File: src/rtl/core/earf_pkg.sv
`default_nettype none

package earf_pkg;

    typedef enum logic [1:0] {
        VERDICT_IPV4        = 2'd0,
        VERDICT_ARP         = 2'd1,
        VERDICT_REJECT      = 2'd2,
        VERDICT_UNSUPPORTED = 2'd3
    } verdict_t;

    // Register indexes on the configuration port.
    localparam logic REG_OWN_MAC = 1'b0;
    localparam logic REG_OWN_IP  = 1'b1;

    localparam logic [15:0] ETHERTYPE_IPV4 = 16'h0800;
    localparam logic [15:0] ETHERTYPE_ARP  = 16'h0806;
    localparam logic [15:0] ARP_HW_ETHER   = 16'h0001;
    localparam logic [7:0]  ARP_HW_SIZE    = 8'd6;
    localparam logic [7:0]  ARP_PROTO_SIZE = 8'd4;
    localparam logic [15:0] ARP_OP_REQUEST = 16'h0001;
    localparam logic [15:0] ARP_OP_REPLY   = 16'h0002;
    localparam logic [47:0] MAC_BROADCAST  = 48'hFFFF_FFFF_FFFF;

    localparam int HDR_LEN       = 14;
    localparam int ARP_FRAME_LEN = 60;
    localparam int PASS_MAX      = 2047;

    // Byte offsets of the captured header fields.
    localparam int POS_DEST_END   = 6;
    localparam int POS_TYPE_HI    = 12;
    localparam int POS_TYPE_LO    = 13;
    localparam int POS_HW_HI      = 14;
    localparam int POS_HW_LO      = 15;
    localparam int POS_PROTO_HI   = 16;
    localparam int POS_PROTO_LO   = 17;
    localparam int POS_HW_SIZE    = 18;
    localparam int POS_PROTO_SIZE = 19;
    localparam int POS_OP_HI      = 20;
    localparam int POS_OP_LO      = 21;
    localparam int POS_SMAC_BEGIN = 22;
    localparam int POS_SIP_BEGIN  = 28;
    localparam int POS_TMAC_BEGIN = 32;
    localparam int POS_TMAC_END   = 38;

    typedef struct packed {
        verdict_t     verdict;
        logic [10:0]  pass_length;
        logic         reply_due;
        logic [47:0]  reply_mac;
        logic [31:0]  reply_ip;
        logic [47:0]  peer_mac_out;
    } result_t;

endpackage

`default_nettype wire

File: src/rtl/core/ethernet_arp_receive_filter.sv
// Ethernet receive filter with ARP responder.
// Frame bytes enter on the s_axis channel, one byte per request, starting at
// the destination MAC; s_axis_tlast marks the final byte of a frame. For every
// frame one verdict leaves on the m_axis channel: verdict in m_axis_tuser, the
// IPv4 payload length, the reply request with the requester's MAC and IPv4
// address, and the learned peer MAC in m_axis_tdata.
// Throughput is one byte per cycle while s_axis_tready is high, frames back
// to back, including frames of a single byte. The verdict is formed in the
// cycle that accepts the last byte from the header captures and registered in
// the output register, or in the skid stage while that register is full.
// The output register is backed by a one-entry skid stage, so bytes keep
// flowing while a verdict waits; s_axis_tready drops only when both hold an
// unclaimed verdict, and rises again as soon as the receiver takes one.
// The user writes own_mac (address 0) and own_ip (address 8) over the APB port
// only while no frame is in flight; the block itself does not enforce this.
// Reset clears the byte counter, the header captures, the learned peer MAC,
// both registers and any pending verdicts.

`default_nettype none

module ethernet_arp_receive_filter #(
    parameter int LENGTH_BITS = 11
) (
    input  wire logic          clk,
    input  wire logic          rst_n,

    input  wire logic          s_axis_tvalid,
    output logic               s_axis_tready,
    input  wire logic [7:0]    s_axis_tdata,   // data_byte[7:0]
    input  wire logic          s_axis_tlast,   // last_byte

    output logic               m_axis_tvalid,
    input  wire logic          m_axis_tready,
    // pass_length[10:0], reply_due[11], reply_mac[59:12], reply_ip[91:60],
    // peer_mac_out[139:92], zero pad[143:140]
    output logic [143:0]       m_axis_tdata,
    output logic [1:0]         m_axis_tuser,   // verdict[1:0]

    input  wire logic          psel,
    input  wire logic          penable,
    input  wire logic          pwrite,
    input  wire logic [3:0]    paddr,
    input  wire logic [63:0]   pwdata,
    output logic [63:0]        prdata,
    output logic               pready
);

    localparam logic [LENGTH_BITS-1:0] LEN_MAX = '1;

    logic [47:0]            own_mac_reg;
    logic [31:0]            own_ip_reg;

    logic [LENGTH_BITS-1:0] byte_count_reg, byte_count_next;
    logic [47:0]            dest_mac_reg, dest_mac_next;
    logic [15:0]            ether_type_reg, ether_type_next;
    logic [15:0]            arp_hw_kind_reg, arp_hw_kind_next;
    logic [15:0]            arp_proto_kind_reg, arp_proto_kind_next;
    logic [7:0]             arp_hw_size_reg, arp_hw_size_next;
    logic [7:0]             arp_proto_size_reg, arp_proto_size_next;
    logic [15:0]            arp_opcode_reg, arp_opcode_next;
    logic [47:0]            arp_sender_mac_reg, arp_sender_mac_next;
    logic [31:0]            arp_sender_ip_reg, arp_sender_ip_next;
    logic [47:0]            arp_target_mac_reg, arp_target_mac_next;
    logic [47:0]            peer_mac_reg, peer_mac_next;

    earf_pkg::result_t      out_reg, skid_reg, result;
    logic                   out_valid_reg, skid_valid_reg;

    logic                   in_accept;
    logic                   produce;
    logic                   cfg_write;
    logic [LENGTH_BITS-1:0] pos;
    logic [LENGTH_BITS-1:0] frame_bytes;
    logic [LENGTH_BITS-1:0] len_minus_hdr;
    logic                   addressed_here;
    logic [7:0]             b;

    assign pready    = 1'b1;
    assign cfg_write = psel && penable && pwrite && pready;

    always_comb
    begin
        unique case (paddr[3])
            earf_pkg::REG_OWN_MAC: prdata = {16'd0, own_mac_reg};
            earf_pkg::REG_OWN_IP:  prdata = {32'd0, own_ip_reg};
            default:               prdata = 64'd0;
        endcase
    end

    assign s_axis_tready = !skid_valid_reg;
    assign in_accept     = s_axis_tvalid && s_axis_tready;
    assign produce       = in_accept && s_axis_tlast;
    assign pos           = byte_count_reg;
    assign b             = s_axis_tdata;

    // Header captures at their fixed offsets, including the current byte.
    always_comb
    begin
        dest_mac_next       = dest_mac_reg;
        ether_type_next     = ether_type_reg;
        arp_hw_kind_next    = arp_hw_kind_reg;
        arp_proto_kind_next = arp_proto_kind_reg;
        arp_hw_size_next    = arp_hw_size_reg;
        arp_proto_size_next = arp_proto_size_reg;
        arp_opcode_next     = arp_opcode_reg;
        arp_sender_mac_next = arp_sender_mac_reg;
        arp_sender_ip_next  = arp_sender_ip_reg;
        arp_target_mac_next = arp_target_mac_reg;
        if (in_accept)
        begin
            if (pos < LENGTH_BITS'(earf_pkg::POS_DEST_END))
            begin
                dest_mac_next = {dest_mac_reg[39:0], b};
            end
            else if (pos == LENGTH_BITS'(earf_pkg::POS_TYPE_HI)
                  || pos == LENGTH_BITS'(earf_pkg::POS_TYPE_LO))
            begin
                ether_type_next = {ether_type_reg[7:0], b};
            end
            else if (pos == LENGTH_BITS'(earf_pkg::POS_HW_HI)
                  || pos == LENGTH_BITS'(earf_pkg::POS_HW_LO))
            begin
                arp_hw_kind_next = {arp_hw_kind_reg[7:0], b};
            end
            else if (pos == LENGTH_BITS'(earf_pkg::POS_PROTO_HI)
                  || pos == LENGTH_BITS'(earf_pkg::POS_PROTO_LO))
            begin
                arp_proto_kind_next = {arp_proto_kind_reg[7:0], b};
            end
            else if (pos == LENGTH_BITS'(earf_pkg::POS_HW_SIZE))
            begin
                arp_hw_size_next = b;
            end
            else if (pos == LENGTH_BITS'(earf_pkg::POS_PROTO_SIZE))
            begin
                arp_proto_size_next = b;
            end
            else if (pos == LENGTH_BITS'(earf_pkg::POS_OP_HI)
                  || pos == LENGTH_BITS'(earf_pkg::POS_OP_LO))
            begin
                arp_opcode_next = {arp_opcode_reg[7:0], b};
            end
            else if (pos >= LENGTH_BITS'(earf_pkg::POS_SMAC_BEGIN)
                  && pos <  LENGTH_BITS'(earf_pkg::POS_SIP_BEGIN))
            begin
                arp_sender_mac_next = {arp_sender_mac_reg[39:0], b};
            end
            else if (pos >= LENGTH_BITS'(earf_pkg::POS_SIP_BEGIN)
                  && pos <  LENGTH_BITS'(earf_pkg::POS_TMAC_BEGIN))
            begin
                arp_sender_ip_next = {arp_sender_ip_reg[23:0], b};
            end
            else if (pos >= LENGTH_BITS'(earf_pkg::POS_TMAC_BEGIN)
                  && pos <  LENGTH_BITS'(earf_pkg::POS_TMAC_END))
            begin
                arp_target_mac_next = {arp_target_mac_reg[39:0], b};
            end
        end
    end

    assign frame_bytes   = (byte_count_reg < LEN_MAX) ? byte_count_reg + 1'b1 : byte_count_reg;
    assign len_minus_hdr = frame_bytes - LENGTH_BITS'(earf_pkg::HDR_LEN);
    assign addressed_here = (dest_mac_next == earf_pkg::MAC_BROADCAST)
                         || (dest_mac_next == own_mac_reg);

    always_comb
    begin
        byte_count_next = byte_count_reg;
        if (in_accept)
        begin
            byte_count_next = s_axis_tlast ? '0 : frame_bytes;
        end
    end

    // Verdict for the frame that ends with the current byte.
    always_comb
    begin
        peer_mac_next       = peer_mac_reg;
        result.verdict      = earf_pkg::VERDICT_REJECT;
        result.pass_length  = 11'd0;
        result.reply_due    = 1'b0;
        result.reply_mac    = 48'd0;
        result.reply_ip     = 32'd0;
        priority if (frame_bytes < LENGTH_BITS'(earf_pkg::HDR_LEN))
        begin
            result.verdict = earf_pkg::VERDICT_REJECT;
        end
        else if (ether_type_next == earf_pkg::ETHERTYPE_IPV4)
        begin
            if (addressed_here)
            begin
                result.verdict = earf_pkg::VERDICT_IPV4;
                if (len_minus_hdr > LENGTH_BITS'(earf_pkg::PASS_MAX))
                begin
                    result.pass_length = 11'(earf_pkg::PASS_MAX);
                end
                else
                begin
                    result.pass_length = len_minus_hdr[10:0];
                end
            end
        end
        else if (ether_type_next == earf_pkg::ETHERTYPE_ARP)
        begin
            if (frame_bytes == LENGTH_BITS'(earf_pkg::ARP_FRAME_LEN) && addressed_here)
            begin
                priority if (arp_hw_kind_next != earf_pkg::ARP_HW_ETHER
                          || arp_proto_kind_next != earf_pkg::ETHERTYPE_IPV4)
                begin
                    result.verdict = earf_pkg::VERDICT_ARP;
                end
                else if (arp_hw_size_next == earf_pkg::ARP_HW_SIZE
                      && arp_proto_size_next == earf_pkg::ARP_PROTO_SIZE)
                begin
                    result.verdict = earf_pkg::VERDICT_ARP;
                    if (arp_opcode_next == earf_pkg::ARP_OP_REQUEST)
                    begin
                        peer_mac_next    = arp_sender_mac_next;
                        result.reply_due = 1'b1;
                        result.reply_mac = arp_sender_mac_next;
                        result.reply_ip  = arp_sender_ip_next;
                    end
                    else if (arp_opcode_next == earf_pkg::ARP_OP_REPLY)
                    begin
                        peer_mac_next = arp_sender_mac_next;
                    end
                end
                else
                begin
                    result.verdict = earf_pkg::VERDICT_REJECT;
                end
            end
        end
        else
        begin
            result.verdict = earf_pkg::VERDICT_UNSUPPORTED;
        end
        result.peer_mac_out = peer_mac_next;
    end

    always_ff @(posedge clk or negedge rst_n)
    begin
        if (!rst_n)
        begin
            own_mac_reg        <= '0;
            own_ip_reg         <= '0;
            byte_count_reg     <= '0;
            dest_mac_reg       <= '0;
            ether_type_reg     <= '0;
            arp_hw_kind_reg    <= '0;
            arp_proto_kind_reg <= '0;
            arp_hw_size_reg    <= '0;
            arp_proto_size_reg <= '0;
            arp_opcode_reg     <= '0;
            arp_sender_mac_reg <= '0;
            arp_sender_ip_reg  <= '0;
            arp_target_mac_reg <= '0;
            peer_mac_reg       <= '0;
            out_valid_reg      <= 1'b0;
            skid_valid_reg     <= 1'b0;
        end
        else
        begin
            if (cfg_write)
            begin
                unique case (paddr[3])
                    earf_pkg::REG_OWN_MAC: own_mac_reg <= pwdata[47:0];
                    earf_pkg::REG_OWN_IP:  own_ip_reg  <= pwdata[31:0];
                    default:               own_ip_reg  <= own_ip_reg;
                endcase
            end
            byte_count_reg     <= byte_count_next;
            dest_mac_reg       <= dest_mac_next;
            ether_type_reg     <= ether_type_next;
            arp_hw_kind_reg    <= arp_hw_kind_next;
            arp_proto_kind_reg <= arp_proto_kind_next;
            arp_hw_size_reg    <= arp_hw_size_next;
            arp_proto_size_reg <= arp_proto_size_next;
            arp_opcode_reg     <= arp_opcode_next;
            arp_sender_mac_reg <= arp_sender_mac_next;
            arp_sender_ip_reg  <= arp_sender_ip_next;
            arp_target_mac_reg <= arp_target_mac_next;
            if (produce)
            begin
                peer_mac_reg <= peer_mac_next;
            end

            // A new verdict cannot arrive while the skid stage is full.
            if (!out_valid_reg || m_axis_tready)
            begin
                if (skid_valid_reg)
                begin
                    out_valid_reg  <= 1'b1;
                    skid_valid_reg <= 1'b0;
                end
                else
                begin
                    out_valid_reg <= produce;
                end
            end
            else if (produce)
            begin
                skid_valid_reg <= 1'b1;
            end
        end
    end

    always_ff @(posedge clk)
    begin
        if (!out_valid_reg || m_axis_tready)
        begin
            out_reg <= skid_valid_reg ? skid_reg : result;
        end
        else if (produce)
        begin
            skid_reg <= result;
        end
    end

    assign m_axis_tvalid = out_valid_reg;
    assign m_axis_tuser  = out_reg.verdict;
    assign m_axis_tdata  = {4'd0, out_reg.peer_mac_out, out_reg.reply_ip,
                            out_reg.reply_mac, out_reg.reply_due, out_reg.pass_length};

`ifndef SYNTHESIS
    a_skid_behind_out: assert property (@(posedge clk) disable iff (!rst_n)
        skid_valid_reg |-> out_valid_reg)
        else $error("skid stage holds a verdict while the output register is empty");

    a_count_restart: assert property (@(posedge clk) disable iff (!rst_n)
        (s_axis_tvalid && s_axis_tready && s_axis_tlast) |=> (byte_count_reg == '0))
        else $error("byte counter did not restart after the last byte");

    a_reply_is_arp: assert property (@(posedge clk) disable iff (!rst_n)
        (m_axis_tvalid && m_axis_tdata[11]) |-> (m_axis_tuser == earf_pkg::VERDICT_ARP))
        else $error("reply requested on a frame that is not ARP");

    a_length_is_ipv4: assert property (@(posedge clk) disable iff (!rst_n)
        (m_axis_tvalid && m_axis_tdata[10:0] != 11'd0)
        |-> (m_axis_tuser == earf_pkg::VERDICT_IPV4))
        else $error("payload length given on a frame that is not passed up");

    a_no_verdict_lost: assert property (@(posedge clk) disable iff (!rst_n)
        (skid_valid_reg && !m_axis_tready) |=> skid_valid_reg)
        else $error("pending verdict dropped while the receiver stalls");
`endif

endmodule

`default_nettype wire

File: config.mk
export PLATFORM = sky130hd
export DESIGN_NAME = ethernet_arp_receive_filter
export DESIGN_NICKNAME = d
export VERILOG_FILES = /design/src/rtl/core/earf_pkg.sv /design/src/rtl/core/ethernet_arp_receive_filter.sv
export SDC_FILE = /design/constraint.sdc
export NUM_CORES = 1
export LEC_CHECK = 0
export ABC_AREA = 1
export BUFFER_PORTS_ARGS = -buffer_cell sky130_fd_sc_hd__buf_2
export CAP_MARGIN = 20
export CORE_ASPECT_RATIO = 0.7
export CORE_UTILIZATION = 35
export CTS_BUF_LIST = sky130_fd_sc_hd__clkbuf_16
export DETAILED_ROUTE_END_ITERATION = 8
export PLACE_DENSITY_LB_ADDON = 0.25
export SYNTH_ARGS = -nofsm -noshare
export SYNTH_HDL_FRONTEND = slang
export SYNTH_SLANG_ARGS = --single-unit
File: constraint.sdc
create_clock -name clk -period 16.1 [get_ports clk]
set_clock_uncertainty 0.15 [all_clocks]
set_input_delay 1.61 -clock clk [delete_from_list [all_inputs] [get_ports clk]]
set_output_delay 1.61 -clock clk [all_outputs]
set_load 0.005 [all_outputs]
[Word-level counts from Yosys, hierarchy flattened]
Index checks and enable logic that the tools add are counted.
Storage, ports and cells
  bits in registers: 633
  output and inout bits: 213
  logic and storage cells: 166
Cells by class
  $add $sub $neg: 2
  $lt $le $gt $ge: 8
  equal/unequal tests: 21
  mux-type cells: 85
  bitwise logic cells: 2
  reduce and logical (&&, ||, !) cells: 21
Operators with widths (number)
  $mux 48: 19
  $mux 81: 6
  $mux 16: 20
  $mux 32: 10
  $mux 142: 1
  $pmux 64 s2: 1
  $mux 8: 13
  $mux 92: 1
  $eq 11x5->1 const B: 6
  $eq 48x48->1: 1
  $eq 48x48->1 const B: 1
  $eq 11x4->1 const B: 4
  $mux 11: 4
  $eq 16x12->1 const B: 2
  $ge 11x5->1 const B: 2
  $eq 16x1->1 const B: 1
  $eq 16x2->1 const B: 1
  $eq 8x3->1 const B: 2
  $ne 16x1->1 const B: 1
  $ne 16x12->1 const B: 1
  $mux 13: 1
  $mux 2: 6
  $add 11x1->11 const B: 1
  $eq 11x6->1 const B: 1
  14 further kinds: 33

[Logic depth before layout (Yosys ltp)]
Gate-level depths: netlist of run 1.
  depth in word-level cells: 20
  mapped depth: 23

[Worst setup path before layout of run 1]
Ideal clock, no wire load.
  path kind: input to register
  start point: in m_axis_tready
  end point: reg skid_reg[0] in the netlist's numbering, enable pin
  data arrival time: 11.068 ns
  data required time: 14.583 ns
  slack: 3.514 ns
  cell stages on the path: 3
  buffers on the path: 0
  cells stage by stage: inv_1 -> nand2_1 -> nor2_1
Between the ends
  word-level cells in the longest chain between the ends: 3
Ends and longest elaborated chain
  start, declared: line ethernet_arp_receive_filter.sv:33  | input wire logic m_axis_tready,
  $logic_or 1x1->1: line ethernet_arp_receive_filter.sv:310  | if (!out_valid_reg || m_axis_tready)
  $not 1->1 (no source line)
  $reduce_and 2->1 (no source line)
  end signal, assigned: line ethernet_arp_receive_filter.sv:316  | skid_reg <= result;
  end, declared: line ethernet_arp_receive_filter.sv:66  | earf_pkg::result_t out_reg, skid_reg, result;
No other way between the ends.
A chain may end at the register's enable or synchronous reset.

[Final worst setup path of run 1]
  start point: in s_axis_tvalid
  end point: reg skid_reg[7] in the netlist's numbering (data pin)
Between the ends
  elaborated cells between the ends (all ways): 31
  those cells by class: 10 x eq/ne; 16 x mux; 5 x reduce/logical
RTL lines
  start, declared: line ethernet_arp_receive_filter.sv:27  | input wire logic s_axis_tvalid,
  $logic_and 1x1->1 *: line ethernet_arp_receive_filter.sv:91  | assign in_accept = s_axis_tvalid && s_axis_tready;
  $mux 16 *: line ethernet_arp_receive_filter.sv:109  | if (in_accept)
  via ether_type_next[12]: line ethernet_arp_receive_filter.sv:55  | logic [15:0] ether_type_reg, ether_type_next;
  $eq 16x12->1: line ethernet_arp_receive_filter.sv:203  | else if (ether_type_next == earf_pkg::ETHERTYPE_ARP)
  $mux 48: line ethernet_arp_receive_filter.sv:203
  $mux 48 *: line ethernet_arp_receive_filter.sv:188  | else if (ether_type_next == earf_pkg::ETHERTYPE_IPV4)
  $mux 48 *: line ethernet_arp_receive_filter.sv:184  | priority if (frame_bytes < LENGTH_BITS'(earf_pkg::HDR_LEN))
  via peer_mac_next[7]: line ethernet_arp_receive_filter.sv:64  | logic [47:0] peer_mac_reg, peer_mac_next;
The timed path passes the listed nets; every way through them passes the cells marked *.

==> flow_summary.json, run 1 <==
{
  "status": "finished clean",
  "routed_wl_mm": 82.1,
  "fill_cells": 8546,
  "holdBufCountCts": 0,
  "required_ns": 16.31,
  "cp-end-kind": "register",
  "worstHoldPathType": "register to register",
  "pin_count": 297,
  "preCtsSetupSlack_ns": 8.44,
  "holdWs_ns": 0.324,
  "drive_gt1_share_pct": 12.9,
  "setup_viol": 0,
  "start_kind": "input pin",
  "drt_iter0_drc": 2001,
  "place.gp.congestion": 0.885,
  "synth_seq_cells": 633,
  "crit_type": "input pin to register",
  "row_count": 89,
  "path_max_fanout": 74,
  "drc": 0,
  "arrival_ns": 7.20,
  "hold_viol": 0,
  "synth.distinct_cells": 43,
  "die-area_um2": 86700,
  "async_reset_ff_share_pct": 55.1,
  "cts-root-buf": "clkbuf_16",
  "grt-busiest-layer": "met1",
  "hpwlAfterDp_mm": 53.3,
  "dr.pass1.iters": 5,
  "nNetsFinal": 3675,
  "cellLeakagePower_nw": 16.4,
  "cp-startpoint": "s_axis_tvalid",
  "synth-compound-area-share_pct": 6.64,
  "grt_antenna_before_repair": 1,
  "die_y_um": 247,
  "cts_max_level": 3,
  "yosys_warnings": 0,
  "gr-usage-met2_pct": 26.3,
  "diodes": 0,
  "synth_fa_ha_area_share_pct": 0.251,
  "multi_input_area_um2": 10100,
  "use_met3_pct": 3.47,
  "slew_viol_final": 0,
  "cts_setup_buffers": 0,
  "slew_headroom_pct": 27.2,
  "grt_use_met1_pct": 29.6,
  "clk_pin_slew_worst_paths_ns": 0.06,
  "power.density_nw_per_um2": 119,
  "muxShareOfSynthArea_pct": 0.0335,
  "synth_top_family_by_area": "simple AND/OR/NAND/NOR gates",
  "grt_pass1_wl_mm": 127,
  "cts_tree": "done",
  "grt-ovfl-total": 0,
  "peakVddDrop_v": 0.0000679,
  "fin_tns_setup_ns": 0,
  "cts.sinks": 633,
  "synth_flop_cell": "dfrtp_1",
  "clockBufferDepth": 3,
  "via_per_inst": 4.83,
  "die_x_um": 351,
  "start_util_pct": 35.4,
  "fp.coreArea_um2": 84400,
  "post_cts_resized": 0,
  "drt-wirelength-per-cell_um": 17.2,
  "grt_max_degree": 151,
  "maxCapViolCount": 0,
  "yosysSeqAreaShare_pct": 57.7,
  "clkLatencyLatePin_ns": 0.62,
  "largest_reg_flops": 142,
  "grt_usage_pct": 18.9,
  "synth_xor_area_share_pct": 0.293,
  "fin_crit_sh_pct": 43.4,
  "worstHoldStart": "arp_hw_kind_reg[10]",
  "place_inst": 4651,
  "layout.cells.non_filler": 4778,
  "num_vias": 23100,
  "layout_setup_ws_ns": 9.11,
  "syn-instance-count": 3400,
  "antenna_left": 0,
  "syn_area_um2": 29900,
  "crit-reg2reg-launch": "skid_valid_reg",
  "yosys.area_share.simple_pct": 26.0,
  "max_slew.worst_pin.slew_ns": 1.09,
  "period_needed_ns": 6.99,
  "regArea_um2": 17300,
  "max_freq_mhz": 143,
  "grt_pass1_vias": 21600,
  "io_buffers": 256,
  "rsz0062_at_grt": "false",
  "synth-edff-count": 284,
  "area_delta_synth_final_pct": 14.2,
  "cts-buffers-inserted": 69,
  "synth_area_per_cell_um2": 8.80
}
[per-layer routing]
layer  up-vias  wire length, um  share of wire [%]
li1      11300                -                  -
met1     11100            41800                 51
met2       551            33800                 41
met3       100             4860                5.9
met4         0             1740                2.1
met5         -                0                  0
[critical path, cell delays in order]
cell,delay (ns)
buf_2,0.08
inv_1,0.11
nor2_4,0.10
buf_4,0.41
buf_4,0.59
inv_2,0.31
nor2_4,0.29
nand2_2,0.30
nand2_1,0.12
o21ai_0,0.11
nor2_1,0.22
nand2_1,0.08
nor2_1,0.11
nand4_1,0.14
nor2_4,0.41
buf_4,0.54
buf_4,0.82
nand4_1,0.45
and2_1,0.30
[synth_stat cells (15+ instances only)]
master    number  area [um^2]
nand2_1      896         3360
inv_1        435         1630
dfrtp_1      349         8730
nor2_1       300         1130
edfxtp_1     284         8530
nand3_1      278         1390
o21ai_0      143          716
nand4_1      130          813
a21oi_1      117          586
clkbuf_1      79          297
o21a_1        63          473
buf_2         57          285
and2_1        50          313
buf_4         31          233
nand2_2       24          150
o21ai_1       24          120
nand4_2       20          250
buf_6         15          169
nor3_1        15         75.1
[stage by stage]
step	utilization (%)	cell area [um^2]	power, mW
final	40.5	34200	4.08
after global routing	40.5	34200	4.27
after CTS	40.5	34200	4.12
after detailed placement	37.9	32000	2.59
after global placement	37.9	32000	2.58
after floorplan	-	30000	2.34
[cell type report]
type / instances / area share, %
inverter: 450 / 4.97
sequential: 633 / 50.5
clock buffer: 75 / 5.49
clock inverter: 52 / 0.791
timing repair buffer: 285 / 4.49
multi-input combinational: 2146 / 29.6
tap: 1137 / 4.16
[logic make-up (layout without fill, tap and decap cells)]
group                    count (synthesis)  count (layout)
AO/OA/AOI/OAI                          360             360
XOR/XNOR                                10              10
adder cells (fa/ha/maj)                  6               6
buffers and inverters                  640             862
flip-flops                             633             633
multiplexers                             1               1
other                                    2              21
AND/OR/NAND/NOR                       1748            1748
[report_power, final]
group	switching (mW)	total, mW	leakage, nW	internal, mW
sequential	0.100	1.99	7.13	1.89
combinational	0.372	0.573	8.16	0.201
clock	0.664	1.52	1.14	0.855
[cells in the final DEF (no fill, tap or decap), drive strengths merged, types with 28 or more instances in the layout]
cell type / count
o21a: 63
nand2: 920
edfxtp: 284
and2: 50
nand3: 285
clkbuf: 75
nor2: 312
a21oi: 118
clkinv: 28
inv: 472
buf: 285
dfrtp: 349
o21ai: 168
nand4: 150
[worst paths after layout]
check	endpoint	slack (ns)	cells past startpoint
max	skid_reg[7]	9.11	19
max reg2reg	skid_reg[7]	9.89	17
min in group asynchronous	own_mac_reg[6]	0.81	1
min	arp_hw_kind_reg[10]	0.32	2
max in group asynchronous	peer_mac_reg[46]	12.87	3
min reg2reg	arp_hw_kind_reg[10]	0.32	2
Power figures use the tool's default switching activity.
==> inputs of run 2 (changes only) <==
--- a/config.mk
+++ b/config.mk
@@ -5,7 +5,7 @@
 export SDC_FILE = /design/constraint.sdc
 export NUM_CORES = 1
 export LEC_CHECK = 0
-export ABC_AREA = 1
+export ABC_AREA = 0
 export BUFFER_PORTS_ARGS = -buffer_cell sky130_fd_sc_hd__buf_2
 export CAP_MARGIN = 20
 export CORE_ASPECT_RATIO = 0.7
==> constraint.sdc (replaced) <==
create_clock -name clk -period 6.2 [get_ports clk]
set_clock_uncertainty 0.15 [all_clocks]
set_input_delay 0.62 -clock clk [delete_from_list [all_inputs] [get_ports clk]]
set_output_delay 0.62 -clock clk [all_outputs]
set_load 0.005 [all_outputs]
==> run 2 against run 1 <==
Worst setup slack got worse by 8.2 ns. Worst hold slack got worse by 0.22 ns. Largest power group unchanged. Cell count shrank 23%. Routed wire length grew 1.9%. Die area fell by 3.5%. Critical path type is now register to register.
==> flow_summary.json, run 2 <==
{
  "status": "finished clean",
  "place_inst": 3573,
  "max_slew.worst_pin.slew_ns": 1.14,
  "dr.pass1.iters": 5,
  "seq_power_share_pct": 49.9,
  "crit-reg2reg-launch": "skid_valid_reg",
  "use_met3_pct": 2.92,
  "power.density_nw_per_um2": 309,
  "gr-usage-met2_pct": 28.6,
  "start_util_pct": 35.6,
  "grt_pass1_wl_mm": 126,
  "final_cell_area_um2": 33400,
  "grt_usage_pct": 19.7,
  "synth_area_per_cell_um2": 12.1,
  "drc": 0,
  "pin_count": 297,
  "grt-ovfl-total": 0,
  "path_max_fanout": 54,
  "synth_seq_cells": 633,
  "synth-edff-count": 284,
  "synth.distinct_cells": 75,
  "peakVddDrop_v": 0.000152,
  "die_y_um": 242,
  "cts.sinks": 633,
  "antenna_left": 0,
  "cts-root-buf": "clkbuf_16",
  "syn-instance-count": 2378,
  "final_util_pct": 41.1,
  "final_common_cell": "dfrtp_1",
  "layout.cells.non_filler": 3702,
  "synth_area_leaders": "dfrtp_1 30%, edfxtp_1 30%, mux2_2 10%, mux2i_1 3.1%, nand2_1 3.0%",
  "slew_headroom_pct": 24.1,
  "postPlaceCellArea_um2": 31100,
  "io_buffers": 256,
  "start_kind": "register",
  "cts_setup_buffers": 0,
  "place.gp.congestion": 0.924,
  "setup_viol": 0,
  "r2r_setup_slack_ns": 0.91,
  "via_per_inst": 5.34,
  "num_vias": 19800,
  "synthTopCellsByCount": "349 x dfrtp_1, 284 x edfxtp_1, 256 x mux2_2",
  "holdBufCountCts": 1,
  "clkPwrFrac_pct": 38.7,
  "drt_iter0_drc": 1661,
  "die_x_um": 345,
  "required_ns": 6.44,
  "hold_path_end": "own_mac_reg[38]",
  "routed_wl_mm": 83.7,
  "p_switching_mw": 2.79,
  "maxCapViolCount": 0,
  "period_needed_ns": 5.29,
  "post_cts_resized": 0,
  "hpwlAfterDp_mm": 53.8,
  "syn_area_um2": 28900,
  "fin_tns_setup_ns": 0,
  "cp-end-kind": "register",
  "hold_viol": 0,
  "grt-busiest-layer": "met1",
  "area_delta_synth_final_pct": 15.6,
  "cts-buffers-inserted": 69,
  "grt_antenna_before_repair": 3,
  "largest_reg_flops": 142,
  "clockBufferDepth": 3,
  "synth_top_area_share_pct": 30.3,
  "r2r_cells": 9,
  "nNetsFinal": 2669,
  "rsz0062_at_grt": "false",
  "final_cell_mix": "348 x dfrtp_1, 284 x edfxtp_1, 256 x mux2_2",
  "row_count": 87,
  "power.internal_mw": 7.52,
  "die-area_um2": 83600,
  "swShare_pct": 27.1,
  "cts_tree": "done",
  "async_reset_ff_share_pct": 55.1,
  "crit_type": "register to register",
  "worstHoldStart": "pwdata[38]",
  "grt_use_met1_pct": 30.7,
  "worstHoldPathType": "input pin to register",
  "yosysTopAreaCell": "dfrtp_1",
  "clk_pin_slew_worst_paths_ns": 0.06,
  "max_freq_mhz": 189,
  "min_path_cells": 2,
  "grt_pass1_vias": 19400,
  "arrival_ns": 5.54,
  "cellLeakagePower_nw": 14.6,
  "yosysMostFrequentCell": "dfrtp_1",
  "clkLatencyLatePin_ns": 0.61,
  "fp.coreArea_um2": 81100,
  "p_comb_share_pct": 11.4,
  "fin_crit_sh_pct": 85.3,
  "synth_flop_cell": "dfrtp_1",
  "drive_gt1_share_pct": 25.2,
  "yosys_warnings": 0,
  "drt-wirelength-per-cell_um": 22.6,
  "grt_max_degree": 235,
  "yosysSeqAreaShare_pct": 59.8,
  "cts_max_level": 3,
  "timing.rr.end": "m_axis_tdata[67]",
  "slew_viol_final": 0
}
## run 2: cell types whose count changed after synthesis, sizes merged, moves of 62 or more
cell,before,now
mux2i,1,90
nand3,285,32
o31ai,0,96
a21oi,118,18
nand4,150,27
mux2,0,276
o21ai,168,46
inv,446,120
nand2,920,234
o21a,63,1
nor2,312,225
## run 2: layout make-up
class | count | area, um^2
Fill cell | 7596 | 47700
Sequential cell | 633 | 17300
Multi-Input combinational cell | 1466 | 10400
Clock buffer | 71 | 1780
Timing Repair Buffer | 289 | 1690
Tap cell | 1068 | 1340
Inverter | 120 | 450
Clock inverter | 54 | 395
Antenna cell | 1 | 2.50
## run 2: critical path: stages, from the launching register on
cell,delay (ns)
dfrtp_4,0.72
or4b_1,0.78
or4_1,0.97
mux2i_1,0.23
a211oi_1,0.38
nand4b_1,0.33
nor3_1,0.39
nand2_4,0.41
buf_12,0.38
o31ai_1,0.30
## run 2: worst max-delay path by stage
stage	slack (ns)	end	from
2_1_floorplan	0.13	skid_reg[0]	m_axis_tready
3_3_place_gp	1.06	m_axis_tdata[53]	skid_valid_reg
3_5_place_dp	0.96	m_axis_tdata[67]	skid_valid_reg
4_1_cts	0.96	m_axis_tdata[67]	skid_valid_reg
5_1_grt	0.70	m_axis_tdata[67]	skid_valid_reg
6_report	0.91	m_axis_tdata[67]	skid_valid_reg
## run 2: per-stage QoR
step                hold slack, ns  setup WS [ns]  power, mW
detailed placement           0.332          0.955       6.38
finish                       0.101          0.908       10.3
global route                0.0715          0.700       10.7
CTS                         0.0547          0.957       10.4
global placement             0.322           1.06       6.37
floorplan                    0.174          0.128       5.72
## run 2: logic make-up (layout without fill, tap and decap cells)
kind of cell | after synthesis | after routing | share of synthesized area [%]
adder cells (fa/ha/maj) | 6 | 6 | 0.260
AO/OA/AOI/OAI | 330 | 330 | 8.46
other | 2 | 22 | 0.0260
AND/OR/NAND/NOR | 672 | 672 | 10.8
XOR/XNOR | 71 | 71 | 2.16
multiplexers | 366 | 366 | 13.9
flip-flops | 633 | 633 | 59.8
buffers and inverters | 298 | 534 | 4.54
## run 2: power groups by stage
stage | registers (mW) | logic (mW) | clock network [mW]
after floorplan | 5.03 | 0.685 | 0
after global placement | 5.21 | 1.16 | 0
after detailed placement | 5.21 | 1.16 | 0
after CTS | 5.14 | 1.17 | 4.11
after global routing | 5.18 | 1.27 | 4.27
final | 5.15 | 1.17 | 4.00
## run 2: routing by layer
layer | wire length, um | part of all wire [%]
met4 | 1580 | 1.9
met5 | 0 | 0
met3 | 4070 | 4.9
met2 | 36300 | 43
met1 | 41700 | 50
